$ cat src/design/mmt_pkg.sv
package mmt_pkg;

  // Sizing of the name table and the message store.
  localparam int SLOT_COUNT   = 16;
  localparam int THREAD_COUNT = 8;
  localparam int SLOT_AW      = (SLOT_COUNT > 1) ? $clog2(SLOT_COUNT) : 1;
  localparam int TID_AW       = (THREAD_COUNT > 1) ? $clog2(THREAD_COUNT) : 1;
  localparam int WORD_W       = 32;
  localparam int MSG_W        = 4 * WORD_W;

  // Operation codes.
  localparam logic [2:0] OP_REGISTER   = 3'd0;
  localparam logic [2:0] OP_UNREGISTER = 3'd1;
  localparam logic [2:0] OP_SEND       = 3'd2;
  localparam logic [2:0] OP_RECEIVE    = 3'd3;
  localparam logic [2:0] OP_CHECK      = 3'd4;

  // Status codes.
  localparam logic [1:0] ST_OK          = 2'd0;
  localparam logic [1:0] ST_NO_LISTENER = 2'd1;
  localparam logic [1:0] ST_FULL        = 2'd2;
  localparam logic [1:0] ST_EMPTY       = 2'd3;

  // One request as taken from the input channel.
  typedef struct packed {
    logic [2:0]        op;
    logic [2:0]        thread_id;
    logic [WORD_W-1:0] listen_name;
    logic [WORD_W-1:0] source;
    logic [WORD_W-1:0] destination;
    logic [WORD_W-1:0] payload;
    logic [WORD_W-1:0] length;
  } req_t;

  // One response as handed to the result channel.
  typedef struct packed {
    logic [1:0]        status;
    logic              pending;
    logic [WORD_W-1:0] source;
    logic [WORD_W-1:0] destination;
    logic [WORD_W-1:0] payload;
    logic [WORD_W-1:0] length;
  } rsp_t;

endpackage

$ cat src/design/mmt_ram.sv
module mmt_ram #(
  parameter int WIDTH = 32,
  parameter int DEPTH = 16
) (
  input  logic                                         clk,
  input  logic                                         wr_en,
  input  logic [((DEPTH > 1) ? $clog2(DEPTH) : 1)-1:0] wr_addr,
  input  logic [WIDTH-1:0]                             wr_data,
  input  logic                                         rd_en,
  input  logic [((DEPTH > 1) ? $clog2(DEPTH) : 1)-1:0] rd_addr,
  output logic [WIDTH-1:0]                             rd_data
);

  logic [WIDTH-1:0] mem_r [DEPTH];

  // Single write port, registered read port.
  always_ff @(posedge clk) begin
    if (wr_en) begin
      mem_r[wr_addr] <= wr_data;
    end
    if (rd_en) begin
      rd_data <= mem_r[rd_addr];
    end
  end

endmodule

$ cat src/design/mmt_engine.sv
module mmt_engine (
  input  logic          clk,
  input  logic          rst_n,
  input  logic          start,
  input  mmt_pkg::req_t req,
  input  logic          ack,
  output logic          idle,
  output logic          done,
  output mmt_pkg::rsp_t rsp
);

  localparam int TID_AW  = mmt_pkg::TID_AW;
  localparam int SLOT_AW = mmt_pkg::SLOT_AW;
  localparam int WORD_W  = mmt_pkg::WORD_W;

  localparam logic [TID_AW-1:0]  T_LAST = TID_AW'(mmt_pkg::THREAD_COUNT - 1);
  localparam logic [SLOT_AW-1:0] S_LAST = SLOT_AW'(mmt_pkg::SLOT_COUNT - 1);

  // Sequencer states.
  localparam logic [2:0] S_IDLE  = 3'd0;
  localparam logic [2:0] S_DISP  = 3'd1;
  localparam logic [2:0] S_OWN   = 3'd2;
  localparam logic [2:0] S_OWNW  = 3'd3;
  localparam logic [2:0] S_NSCAN = 3'd4;
  localparam logic [2:0] S_SSCAN = 3'd5;
  localparam logic [2:0] S_DONE  = 3'd6;

  logic [2:0]                       state_r, state_nxt;
  mmt_pkg::req_t                    req_r;
  mmt_pkg::rsp_t                    rsp_r, rsp_nxt;
  logic [WORD_W-1:0]                own_r, own_nxt;
  logic [TID_AW-1:0]                n_cnt_r, n_cnt_nxt, n_lag_r, n_lag_nxt;
  logic [SLOT_AW-1:0]               s_cnt_r, s_cnt_nxt, s_lag_r, s_lag_nxt;
  logic                             iss_r, iss_nxt;
  logic                             lag_vld_r, lag_vld_nxt;
  logic [mmt_pkg::THREAD_COUNT-1:0] name_vld_r, name_vld_nxt;
  logic [mmt_pkg::SLOT_COUNT-1:0]   slot_vld_r, slot_vld_nxt;

  logic                     tid_ok;
  logic [TID_AW-1:0]        tid_idx;
  logic                     free_found;
  logic [SLOT_AW-1:0]       free_idx;
  logic [1:0]               miss_status;
  logic [WORD_W-1:0]        own_eff;

  logic                     nm_we, nm_re;
  logic [TID_AW-1:0]        nm_ra;
  logic [WORD_W-1:0]        nm_rd;
  logic                     sl_we, sl_re;
  logic [mmt_pkg::MSG_W-1:0] sl_wd, sl_rd;
  logic [WORD_W-1:0]        sl_dst;

  // Listener names, one word per thread; an entry without its valid bit reads as no name.
  mmt_ram #(
    .WIDTH (WORD_W),
    .DEPTH (mmt_pkg::THREAD_COUNT)
  ) u_name_ram (
    .clk     (clk),
    .wr_en   (nm_we),
    .wr_addr (tid_idx),
    .wr_data (req_r.listen_name),
    .rd_en   (nm_re),
    .rd_addr (nm_ra),
    .rd_data (nm_rd)
  );

  // Message slots: source, destination, payload and length side by side.
  mmt_ram #(
    .WIDTH (mmt_pkg::MSG_W),
    .DEPTH (mmt_pkg::SLOT_COUNT)
  ) u_slot_ram (
    .clk     (clk),
    .wr_en   (sl_we),
    .wr_addr (free_idx),
    .wr_data (sl_wd),
    .rd_en   (sl_re),
    .rd_addr (s_cnt_r),
    .rd_data (sl_rd)
  );

  assign sl_wd   = {req_r.source, req_r.destination, req_r.payload, req_r.length};
  assign sl_dst  = sl_rd[2*WORD_W +: WORD_W];
  assign tid_ok  = 32'(req_r.thread_id) < mmt_pkg::THREAD_COUNT;
  assign tid_idx = TID_AW'(req_r.thread_id);
  assign own_eff = (tid_ok && name_vld_r[tid_idx]) ? nm_rd : '0;

  // A receive that finds nothing reports empty; a check reports success with no pending flag.
  assign miss_status = (req_r.op == mmt_pkg::OP_RECEIVE) ? mmt_pkg::ST_EMPTY : mmt_pkg::ST_OK;

  // Lowest free slot, straight from the valid bits.
  always_comb begin
    free_found = 1'b0;
    free_idx   = '0;
    for (int i = mmt_pkg::SLOT_COUNT - 1; i >= 0; i--) begin
      if (!slot_vld_r[i]) begin
        free_found = 1'b1;
        free_idx   = SLOT_AW'(i);
      end
    end
  end

  // Sequencer: dispatch, then a pipelined name or slot scan for send, receive, check.
  always_comb begin
    state_nxt    = state_r;
    rsp_nxt      = rsp_r;
    own_nxt      = own_r;
    n_cnt_nxt    = n_cnt_r;
    s_cnt_nxt    = s_cnt_r;
    n_lag_nxt    = n_cnt_r;
    s_lag_nxt    = s_cnt_r;
    iss_nxt      = iss_r;
    lag_vld_nxt  = 1'b0;
    name_vld_nxt = name_vld_r;
    slot_vld_nxt = slot_vld_r;
    nm_we        = 1'b0;
    nm_re        = 1'b0;
    nm_ra        = n_cnt_r;
    sl_we        = 1'b0;
    sl_re        = 1'b0;

    case (state_r)
      S_IDLE: begin
        if (start) begin
          state_nxt = S_DISP;
        end
      end

      S_DISP: begin
        rsp_nxt        = '0;
        rsp_nxt.status = mmt_pkg::ST_OK;
        n_cnt_nxt      = '0;
        s_cnt_nxt      = '0;
        iss_nxt        = 1'b1;
        case (req_r.op)
          mmt_pkg::OP_REGISTER: begin
            if (tid_ok) begin
              nm_we                 = 1'b1;
              name_vld_nxt[tid_idx] = 1'b1;
            end
            state_nxt = S_DONE;
          end
          mmt_pkg::OP_UNREGISTER: begin
            if (tid_ok) begin
              name_vld_nxt[tid_idx] = 1'b0;
            end
            state_nxt = S_DONE;
          end
          mmt_pkg::OP_SEND: begin
            if (req_r.destination == '0) begin
              rsp_nxt.status = mmt_pkg::ST_NO_LISTENER;
              state_nxt      = S_DONE;
            end else begin
              state_nxt = S_NSCAN;
            end
          end
          mmt_pkg::OP_RECEIVE, mmt_pkg::OP_CHECK: begin
            state_nxt = S_OWN;
          end
          default: begin
            state_nxt = S_DONE;
          end
        endcase
      end

      // Fetch the caller's own name.
      S_OWN: begin
        nm_re     = 1'b1;
        nm_ra     = tid_idx;
        state_nxt = S_OWNW;
      end

      S_OWNW: begin
        own_nxt = own_eff;
        if (own_eff == '0) begin
          rsp_nxt.status = miss_status;
          state_nxt      = S_DONE;
        end else begin
          state_nxt = S_SSCAN;
        end
      end

      // Find a thread listening on the destination, then store the message if a slot is free.
      S_NSCAN: begin
        if (iss_r) begin
          nm_re       = 1'b1;
          lag_vld_nxt = 1'b1;
          if (n_cnt_r == T_LAST) begin
            iss_nxt = 1'b0;
          end else begin
            n_cnt_nxt = n_cnt_r + 1'b1;
          end
        end
        if (lag_vld_r && name_vld_r[n_lag_r] && nm_rd == req_r.destination) begin
          if (free_found) begin
            sl_we                  = 1'b1;
            slot_vld_nxt[free_idx] = 1'b1;
            rsp_nxt.status         = mmt_pkg::ST_OK;
          end else begin
            rsp_nxt.status = mmt_pkg::ST_FULL;
          end
          state_nxt = S_DONE;
        end else if (lag_vld_r && n_lag_r == T_LAST) begin
          rsp_nxt.status = mmt_pkg::ST_NO_LISTENER;
          state_nxt      = S_DONE;
        end
      end

      // Look for the lowest occupied slot addressed to the caller.
      S_SSCAN: begin
        if (iss_r) begin
          sl_re       = 1'b1;
          lag_vld_nxt = 1'b1;
          if (s_cnt_r == S_LAST) begin
            iss_nxt = 1'b0;
          end else begin
            s_cnt_nxt = s_cnt_r + 1'b1;
          end
        end
        if (lag_vld_r && slot_vld_r[s_lag_r] && sl_dst == own_r) begin
          rsp_nxt.status = mmt_pkg::ST_OK;
          if (req_r.op == mmt_pkg::OP_RECEIVE) begin
            rsp_nxt.source        = sl_rd[3*WORD_W +: WORD_W];
            rsp_nxt.destination   = sl_dst;
            rsp_nxt.payload       = sl_rd[WORD_W +: WORD_W];
            rsp_nxt.length        = sl_rd[0 +: WORD_W];
            slot_vld_nxt[s_lag_r] = 1'b0;
          end else begin
            rsp_nxt.pending = 1'b1;
          end
          state_nxt = S_DONE;
        end else if (lag_vld_r && s_lag_r == S_LAST) begin
          rsp_nxt.status = miss_status;
          state_nxt      = S_DONE;
        end
      end

      S_DONE: begin
        if (ack) begin
          state_nxt = S_IDLE;
        end
      end

      default: begin
        state_nxt = S_IDLE;
      end
    endcase
  end

  // Control state.
  always_ff @(posedge clk) begin
    if (!rst_n) begin
      state_r    <= S_IDLE;
      iss_r      <= 1'b0;
      lag_vld_r  <= 1'b0;
      name_vld_r <= '0;
      slot_vld_r <= '0;
    end else begin
      state_r    <= state_nxt;
      iss_r      <= iss_nxt;
      lag_vld_r  <= lag_vld_nxt;
      name_vld_r <= name_vld_nxt;
      slot_vld_r <= slot_vld_nxt;
    end
  end

  // Working registers.
  always_ff @(posedge clk) begin
    if (state_r == S_IDLE && start) begin
      req_r <= req;
    end
    rsp_r   <= rsp_nxt;
    own_r   <= own_nxt;
    n_cnt_r <= n_cnt_nxt;
    s_cnt_r <= s_cnt_nxt;
    n_lag_r <= n_lag_nxt;
    s_lag_r <= s_lag_nxt;
  end

  assign idle = (state_r == S_IDLE);
  assign done = (state_r == S_DONE);
  assign rsp  = rsp_r;

endmodule

$ cat src/design/message_mailbox_table.sv
// Channel   Direction  Handshake           Beat contents
// in_       input      in_valid/in_stall   op, thread id, name, message to send
// out_      output     out_valid/out_stall status, pending flag, received message
//
// Register and unregister finish without a scan; a send runs a pipelined scan
// over the name memory and a receive or check one over the slot memory.
// The next input beat can be taken from the cycle in which out_valid rises.
// Reset is synchronous and clears every name and slot; no clearing pass follows.
// A result held by out_stall does not block the next input beat; that item
// waits at its end until the output register is free.
module message_mailbox_table (
  input  logic        clk,
  input  logic        rst_n,
  input  logic        in_valid,
  output logic        in_stall,
  input  logic [2:0]  in_op,
  input  logic [2:0]  in_thread_id,
  input  logic [31:0] in_listen_name,
  input  logic [31:0] in_source,
  input  logic [31:0] in_destination,
  input  logic [31:0] in_payload,
  input  logic [31:0] in_length,
  output logic        out_valid,
  input  logic        out_stall,
  output logic [1:0]  out_status,
  output logic        out_pending,
  output logic [31:0] out_source,
  output logic [31:0] out_destination,
  output logic [31:0] out_payload,
  output logic [31:0] out_length
);

  mmt_pkg::req_t in_req;
  mmt_pkg::rsp_t eng_rsp;
  mmt_pkg::rsp_t out_rsp_r;
  logic          out_valid_r, out_valid_nxt;
  logic          in_acc;
  logic          out_load;
  logic          eng_idle;
  logic          eng_done;

  // Gather the input beat.
  always_comb begin
    in_req.op          = in_op;
    in_req.thread_id   = in_thread_id;
    in_req.listen_name = in_listen_name;
    in_req.source      = in_source;
    in_req.destination = in_destination;
    in_req.payload     = in_payload;
    in_req.length      = in_length;
  end

  assign in_stall = !eng_idle;
  assign in_acc   = in_valid && !in_stall;
  assign out_load = eng_done && (!out_valid_r || !out_stall);

  mmt_engine u_engine (
    .clk   (clk),
    .rst_n (rst_n),
    .start (in_acc),
    .req   (in_req),
    .ack   (out_load),
    .idle  (eng_idle),
    .done  (eng_done),
    .rsp   (eng_rsp)
  );

  // Output register: loads when empty or being drained.
  always_comb begin
    out_valid_nxt = out_valid_r;
    if (out_load) begin
      out_valid_nxt = 1'b1;
    end else if (!out_stall) begin
      out_valid_nxt = 1'b0;
    end
  end

  always_ff @(posedge clk) begin
    if (!rst_n) begin
      out_valid_r <= 1'b0;
    end else begin
      out_valid_r <= out_valid_nxt;
    end
  end

  always_ff @(posedge clk) begin
    if (out_load) begin
      out_rsp_r <= eng_rsp;
    end
  end

  assign out_valid       = out_valid_r;
  assign out_status      = out_rsp_r.status;
  assign out_pending     = out_rsp_r.pending;
  assign out_source      = out_rsp_r.source;
  assign out_destination = out_rsp_r.destination;
  assign out_payload     = out_rsp_r.payload;
  assign out_length      = out_rsp_r.length;

  // A new result only ever comes from a finished engine.
  a_out_from_engine : assert property (@(posedge clk) disable iff (!rst_n)
    $rose(out_valid) |-> $past(eng_done))
    else $error("result appeared without a finished operation");

  // The pending flag goes only with a successful check.
  a_pending_ok : assert property (@(posedge clk) disable iff (!rst_n)
    out_valid && out_pending |-> out_status == mmt_pkg::ST_OK)
    else $error("pending flag with a failing status");

  // A failed operation carries no message.
  a_fail_empty : assert property (@(posedge clk) disable iff (!rst_n)
    out_valid && out_status != mmt_pkg::ST_OK |->
      out_source == '0 && out_destination == '0 && out_payload == '0 && out_length == '0)
    else $error("message fields set on a failed operation");

  // Once a beat is taken the engine is busy in the next cycle.
  a_busy_after_accept : assert property (@(posedge clk) disable iff (!rst_n)
    in_valid && !in_stall |=> in_stall)
    else $error("engine idle straight after accepting a beat");

endmodule
$ cat config.mk
export PLATFORM = sky130hd
export DESIGN_NAME = message_mailbox_table
export DESIGN_NICKNAME = d
export VERILOG_FILES = /design/src/design/mmt_pkg.sv /design/src/design/mmt_ram.sv /design/src/design/mmt_engine.sv /design/src/design/message_mailbox_table.sv
export SDC_FILE = /design/constraint.sdc
export NUM_CORES = 2
export LEC_CHECK = 0
export BUFFER_PORTS_ARGS = -buffer_cell sky130_fd_sc_hd__buf_2
export CORE_MARGIN = 3
export CORE_UTILIZATION = 30
export DETAILED_ROUTE_END_ITERATION = 10
export RECOVER_POWER = 50
export SYNTH_ARGS = -nofsm -noshare
export SYNTH_HDL_FRONTEND = slang
export SYNTH_SLANG_ARGS = --single-unit
$ cat constraint.sdc
create_clock -name clk -period 21.8 [get_ports clk]
set_clock_uncertainty 0.2 [all_clocks]
set_input_delay 2.18 -clock clk [delete_from_list [all_inputs] [get_ports clk]]
set_output_delay 2.18 -clock clk [all_outputs]
set_load 0.1 [all_outputs]
Yosys cells after proc, flatten, opt, wreduce, memory -nomap -nowiden
Memory sizes are Yosys's and may differ from the RTL's. A register that Yosys moved wholly into a read port is not among the register bits.
Index checks and enable logic that the tools add are counted.
Cells by class
  muxes and demuxes: 101
  reductions and logical operators: 37
  bitwise logic cells: 6
  eq/ne operators: 31
  add/sub/neg operators: 2
  $lt $le $gt $ge: 7
Operator list (number)
  $pmux 129 s2: 1
  $mux 129: 1
  $mux 128: 1
  $mux 4: 18
  $eq 32x32->1: 2
  $logic_not 32->1: 2
  $mux 16: 4
  $mux 1: 41
  $mux 32: 1
  $pmux 16 s2: 1
  $mux 3: 9
  $pmux 3 s7: 1
  $mux 2: 10
  $eq 3x3->1 const B: 6
  $ne 2x1->1 const B: 9
  $and 16x16->16: 1
  $not 16->16: 1
  $or 16x16->16: 1
  $pmux 8 s2: 1
  $eq 3x2->1 const B: 4
  $logic_and 1x1->1: 12
  $pmux 3 s2: 2
  $reduce_and 3->1: 4
  $lt 4x5->1 const B: 2
  other kinds (30): 49
Storage, ports and cells
  logic and storage cells: 216
  input port bits: 170
  memory bits (writable): 2304
  register bits after elaboration: 504
  memories kept: 2
Memories
  u_engine.u_slot_ram.mem_r: depth 16, bits a word 128, read ports 1, clocked after Yosys merged registers in 1, wr ports 1, line mmt_ram.sv:14  | logic [WIDTH-1:0] mem_r [DEPTH];
  u_engine.u_name_ram.mem_r: depth 8, bits a word 32, read ports 1, clocked after Yosys merged registers in 1, wr ports 1, line mmt_ram.sv:14

Depth between registers and ports, before layout
  depth in word-level cells: 24
  gate-level depth with buffers: 8
  depth with buffers taken out: 7

By module
Synthesis repeated with hierarchy kept, for this count alone.
Unflattened totals
  cell total of the unflattened synthesis: 4836
  area total of the unflattened synthesis: 109755.3 um2
Modules (own cells, without submodules)
  mmt_ram (u_engine.u_slot_ram): seq. area each 65342.7 um2, cells an instance 3365, area an instance 80612.3 um2, instances 1
  mmt_engine: seq. area each 10810.4 um2, cells an instance 919, area an instance 14373.8 um2, instances 1
  mmt_ram (u_engine.u_name_ram): seq. area each 8648.3 um2, cells an instance 415, area an instance 10786.6 um2, instances 1
  message_mailbox_table: seq. area each 3953.8 um2, cells an instance 137, area an instance 3982.6 um2, instances 1

Worst setup path after synthesis
No wires, ideal clock.
  kind: flip-flop to flip-flop
  from: reg u_engine.req_r[85] in the netlist's numbering
  to: mem u_engine.u_slot_ram.mem_r[3][0] in the netlist's numbering (enable)
  setup slack: 6881 ps
  arrival: 13790 ps
  data required time: 20671 ps
  stages on the path, launching flop included: 8
  setup time: 929 ps
  path buffers: 1
  path through: edfxtp_1 -> xor2_1 -> nor4_1 -> nand4_1 -> nor4_1 -> buf_2 -> nand2_1 -> nor4_1
On the way
  word-level cells in the longest chain between the ends: 6
Ends and longest elaborated chain
  start, declared: line mmt_engine.sv:29  | mmt_pkg::req_t req_r;
  start signal, assigned: line mmt_engine.sv:269  | req_r <= req;
  $eq 32x32->1: line mmt_engine.sv:193  | if (lag_vld_r && name_vld_r[n_lag_r] && nm_rd == req_r.destination) begin
  $logic_and 1x1->1: line mmt_engine.sv:193
  $mux 1: line mmt_engine.sv:193
  $mux 1: line mmt_engine.sv:121  | case (state_r)
  $mux 1: line mmt_ram.sv:18  | if (wr_en) begin
  $mux 1 (implied by the code): line mmt_ram.sv:19  | mem_r[wr_addr] <= wr_data;
  end, declared: line mmt_ram.sv:14
No other way between the ends.

==> results.md <==
- Worst setup SP type: flop
- Commonest non-fill, non-tap cell in the layout: edfxtp_1
- Max cap viols: 12
- Layout cell share with drive strength beyond 1: roughly 28%
- R2r setup slk: 10.24 ns
- Initial core utilization: 30.2%
- Status: complete, but fails checks
- Core Area: 363000 um2
- WL/cell: 27.8 um
- Final #Nets: 5182
- Commonest non-fill, non-tap cells in the layout: 2931 x edfxtp_1, 709 x mux4_2, 309 x clkbuf_16, 196 x buf_2, 165 x clkbuf_1
- IO buf count: roughly 300
- Hold Crit Class: reg -> reg
- R2R cell count: 5
- Layout area overhead: 15.7%
- Gate power share: 11.6%
- Post-CTS setup buffers: 0
- Final min period: 11.56 ns
- Synthesis-stage register bit count: 2968
- CTS resizes: 0
- Final instance area: 127000 um2
- Vias/cell: between 4 and 5
- WHS Endpoint: out_length[26]
- WS Path Type: reg -> reg
- TNS Setup: 0 ns
- Rows: 221
- Final period utilization: 53.0%
- Post-synthesis sequential area ratio: 80.9%
- Sequential share of power: 51.2%
- Die Wd: approximately 610 um
- Initial antenna violation count: 45
- Io pins: between 300 and 400
- Worst Setup End Kind: flop
- Final Total Pwr: about 0.014 W
- Leak pwr: 39.2 nW
- Post-synth EDFFs: 2931
- FF-to-FF End: u_engine.u_slot_ram.rd_data[11]
- Total Routed Length: 279000 um
- GPL Wtd Cong: 0.844
- VDD IR max: between 0.06 and 0.07 mV
- Final ANT Viol Nets: 0
- Post-DP Area: 118000 um2
- Synth Cell Area: 110000 um2
- P_sw: around 0.0034 W
- Final setup viols: 0
- CP Launch Point: u_engine.s_cnt_r[0]
- Layout Utilization: 35.0%
- Pins over their slew limit: 712
- Syn Nets: 4684
- First-pass GRT wire length: 396000 um
- GRT Overall Usage: around 15%
- DR iter-0 viols: between 5000 and 6000
- CTS H-tree depth: 5
- Placed Instances: 9496
- Asr flop ratio synth: 0%
- Die area: about 370000 um2
- CTS tree: built
- YS warnings: 0
- Clk buf depth: 4
- TritonCTS buffer count: 305
- Cell-internal power: 0.0104 W
- Worst skew pair latency: around 0.86 ns
- Endpoints failing hold: 0
- Hold Path Origin: u_engine.rsp[26]
- Largest net degree at the start of global routing: 132
- Post-DP HPWL: 150000 um
- Hold Path Depth: 0
- Avg Inst Size Synth: between 20 and 25 um2
- Worst reg2reg startpoint: u_engine.s_cnt_r[0]
- Number of global-route vias before repair: just over 50000
- GR Overflow Total: 0
- Largest fanout on the critical path: roughly 120
- Slew margin rel.: -583%
- RSZ-0062 raised after global routing: false
- Vias: 49700
- Layout Cells excl Fill: between 10000 and 15000
- Multi-input gate area: 20200 um2
- Worst-Margin Slew: 10.25 ns
- Failing checks: capacitance limit, slew limit
- Clock share of power: around 37%
- F_max: 86.5 MHz
- Primary FF master, synth: edfxtp_1
- Post-route DRC violation count: 0
- Switching part of the total: 24.4%
- Power per standard cell area: 108 nW/um2
- Distinct cells, synth: 62
- Critical Path AT: 11.97 ns
- Worst Path Required: 22.21 ns
- Pre-antenna DRT Iters: 6
- # hold bufs at CTS: 0
- Root buffer cell: clkbuf_16
- Post-Syn Instances: 4511
- Die height: 611 um
- Number of clock sinks: 2968
- Sequential cell area: 88800 um2
- Clock-pin slew on the worst setup and hold paths: around 0.06 ns
- # fillers: roughly 33000
==> worst max-delay path by stage <==
stage / end / slack, ns / depth (start not counted)
finish: u_engine.u_slot_ram.rd_data[11] / 10.24 / 5
CTS: u_engine.u_slot_ram.mem_r[10][78] / 16.17 / 9
global route: u_engine.u_slot_ram.rd_data[11] / 8.52 / 5
floorplan: u_engine.u_slot_ram.mem_r[3][0] / 6.88 / 7
global placement: u_engine.u_slot_ram.mem_r[10][11] / 16.02 / 9
detailed placement: u_engine.u_slot_ram.mem_r[10][11] / 16.19 / 9
==> cells in the mapped netlist (3+ instances only) <==
| cell | n | area share, % |
|---|---|---|
| nor3_1 | 18 | 0.082 |
| a311oi_1 | 11 | 0.088 |
| a22oi_1 | 4 | 0.027 |
| o21ai_0 | 7 | 0.032 |
| nor2b_1 | 11 | 0.063 |
| nor2_1 | 39 | 0.13 |
| clkbuf_1 | 132 | 0.45 |
| inv_1 | 16 | 0.055 |
| nor4_1 | 33 | 0.19 |
| a41oi_1 | 4 | 0.032 |
| o21a_1 | 4 | 0.027 |
| nor3b_1 | 7 | 0.048 |
| dfxtp_1 | 37 | 0.67 |
| a21oi_1 | 27 | 0.12 |
| buf_1 | 36 | 0.12 |
| and3_1 | 136 | 0.78 |
| or3_1 | 4 | 0.023 |
| and4_1 | 5 | 0.040 |
| a31oi_1 | 6 | 0.034 |
| o31ai_1 | 7 | 0.048 |
| nand4_1 | 34 | 0.19 |
| nand2b_1 | 17 | 0.097 |
| mux4_2 | 709 | 15 |
| ha_1 | 3 | 0.034 |
| buf_2 | 42 | 0.19 |
| mux2_2 | 34 | 0.35 |
| mux2i_1 | 7 | 0.064 |
| nand3_1 | 21 | 0.096 |
| xnor2_1 | 36 | 0.29 |
| and2_1 | 34 | 0.19 |
| nand2_1 | 37 | 0.13 |
| edfxtp_1 | 2931 | 80 |
| xor2_1 | 27 | 0.22 |
==> worst max-delay path, stage by stage (launching register included) <==
cell	delay, ns
edfxtp_1	0.46
clkbuf_1	7.07
buf_4	1.48
buf_4	0.66
mux4_2	0.60
mux4_2	0.50
==> per-stage QoR <==
step | worst slack (ns) | hold WS (ns)
3_3_place_gp | 16.02 | 0.202
4_1_cts | 16.17 | 0.215
5_1_grt | 8.52 | 0.217
3_5_place_dp | 16.19 | 0.205
6_report | 10.24 | 0.215
2_1_floorplan | 6.88 | 0.146
==> state kept, by name, summed over array words and instances, names as in the netlist, named ones only <==
name	flops
u_engine.n_cnt_r	3
out_pending	1
u_engine.u_name_ram.mem_r	256
out_payload	32
u_engine.state_r	3
out_valid	1
u_engine.rsp	131
u_engine.u_slot_ram.mem_r	2048
u_engine.own_r	32
u_engine.u_name_ram.rd_data	32
out_destination	32
u_engine.n_lag_r	3
u_engine.u_slot_ram.rd_data	128
u_engine.req_r	163
u_engine.lag_vld_r	1
out_source	32
u_engine.iss_r	1
u_engine.tid_idx	3
u_engine.slot_vld_r	16
u_engine.s_lag_r	4
out_length	32
u_engine.s_cnt_r	4
out_status	2
==> power by group through the flow <==
stage / clock, W / combinational, W / sequential (W)
floorplan: 0 / 0.00100 / 0.00710
global placement: 0 / 0.00158 / 0.00711
detailed placement: 0 / 0.00158 / 0.00714
CTS: 0.00525 / 0.00159 / 0.00702
global route: 0.00548 / 0.00169 / 0.00707
finish: 0.00513 / 0.00159 / 0.00704
==> layer usage <==
layer | track usage [%] | share of wire (%) | vias up
met2 | 25.3 | 51 | 1924
met3 | 2.81 | 6.6 | 409
met1 | 19.1 | 40 | 27100
li1 | - | - | 20300
met5 | 0 | 0.025 | -
met4 | 4.07 | 2.7 | 10
==> kinds of logic (layout without fill, tap and decap cells) <==
logic type | Yosys count | count (layout) | share of synthesized area (%)
other | 0 | 12 | 0
adders and majority gates | 3 | 3 | 0.0342
xor gates and xnor gates | 63 | 63 | 0.503
AOI/OAI and AO/OA | 89 | 89 | 0.579
and+or+nand+nor | 410 | 410 | 2.20
buffers and inverters | 226 | 962 | 0.821
muxes | 752 | 752 | 15.0
DFF | 2968 | 2968 | 80.9
==> area by class of cell <==
cell class                      instances  share of cell area, %
Timing Repair Buffer                  401                   1.71
Multi-Input combinational cell       1317                   15.9
Antenna cell                           12                 0.0236
Tap cell                             4794                   4.72
Clock buffer                          353                   6.22
Clock inverter                        192                   1.46
Sequential cell                      2968                   69.9
Inverter                               16                 0.0670
Note: power is estimated with default switching activity, not from simulation.
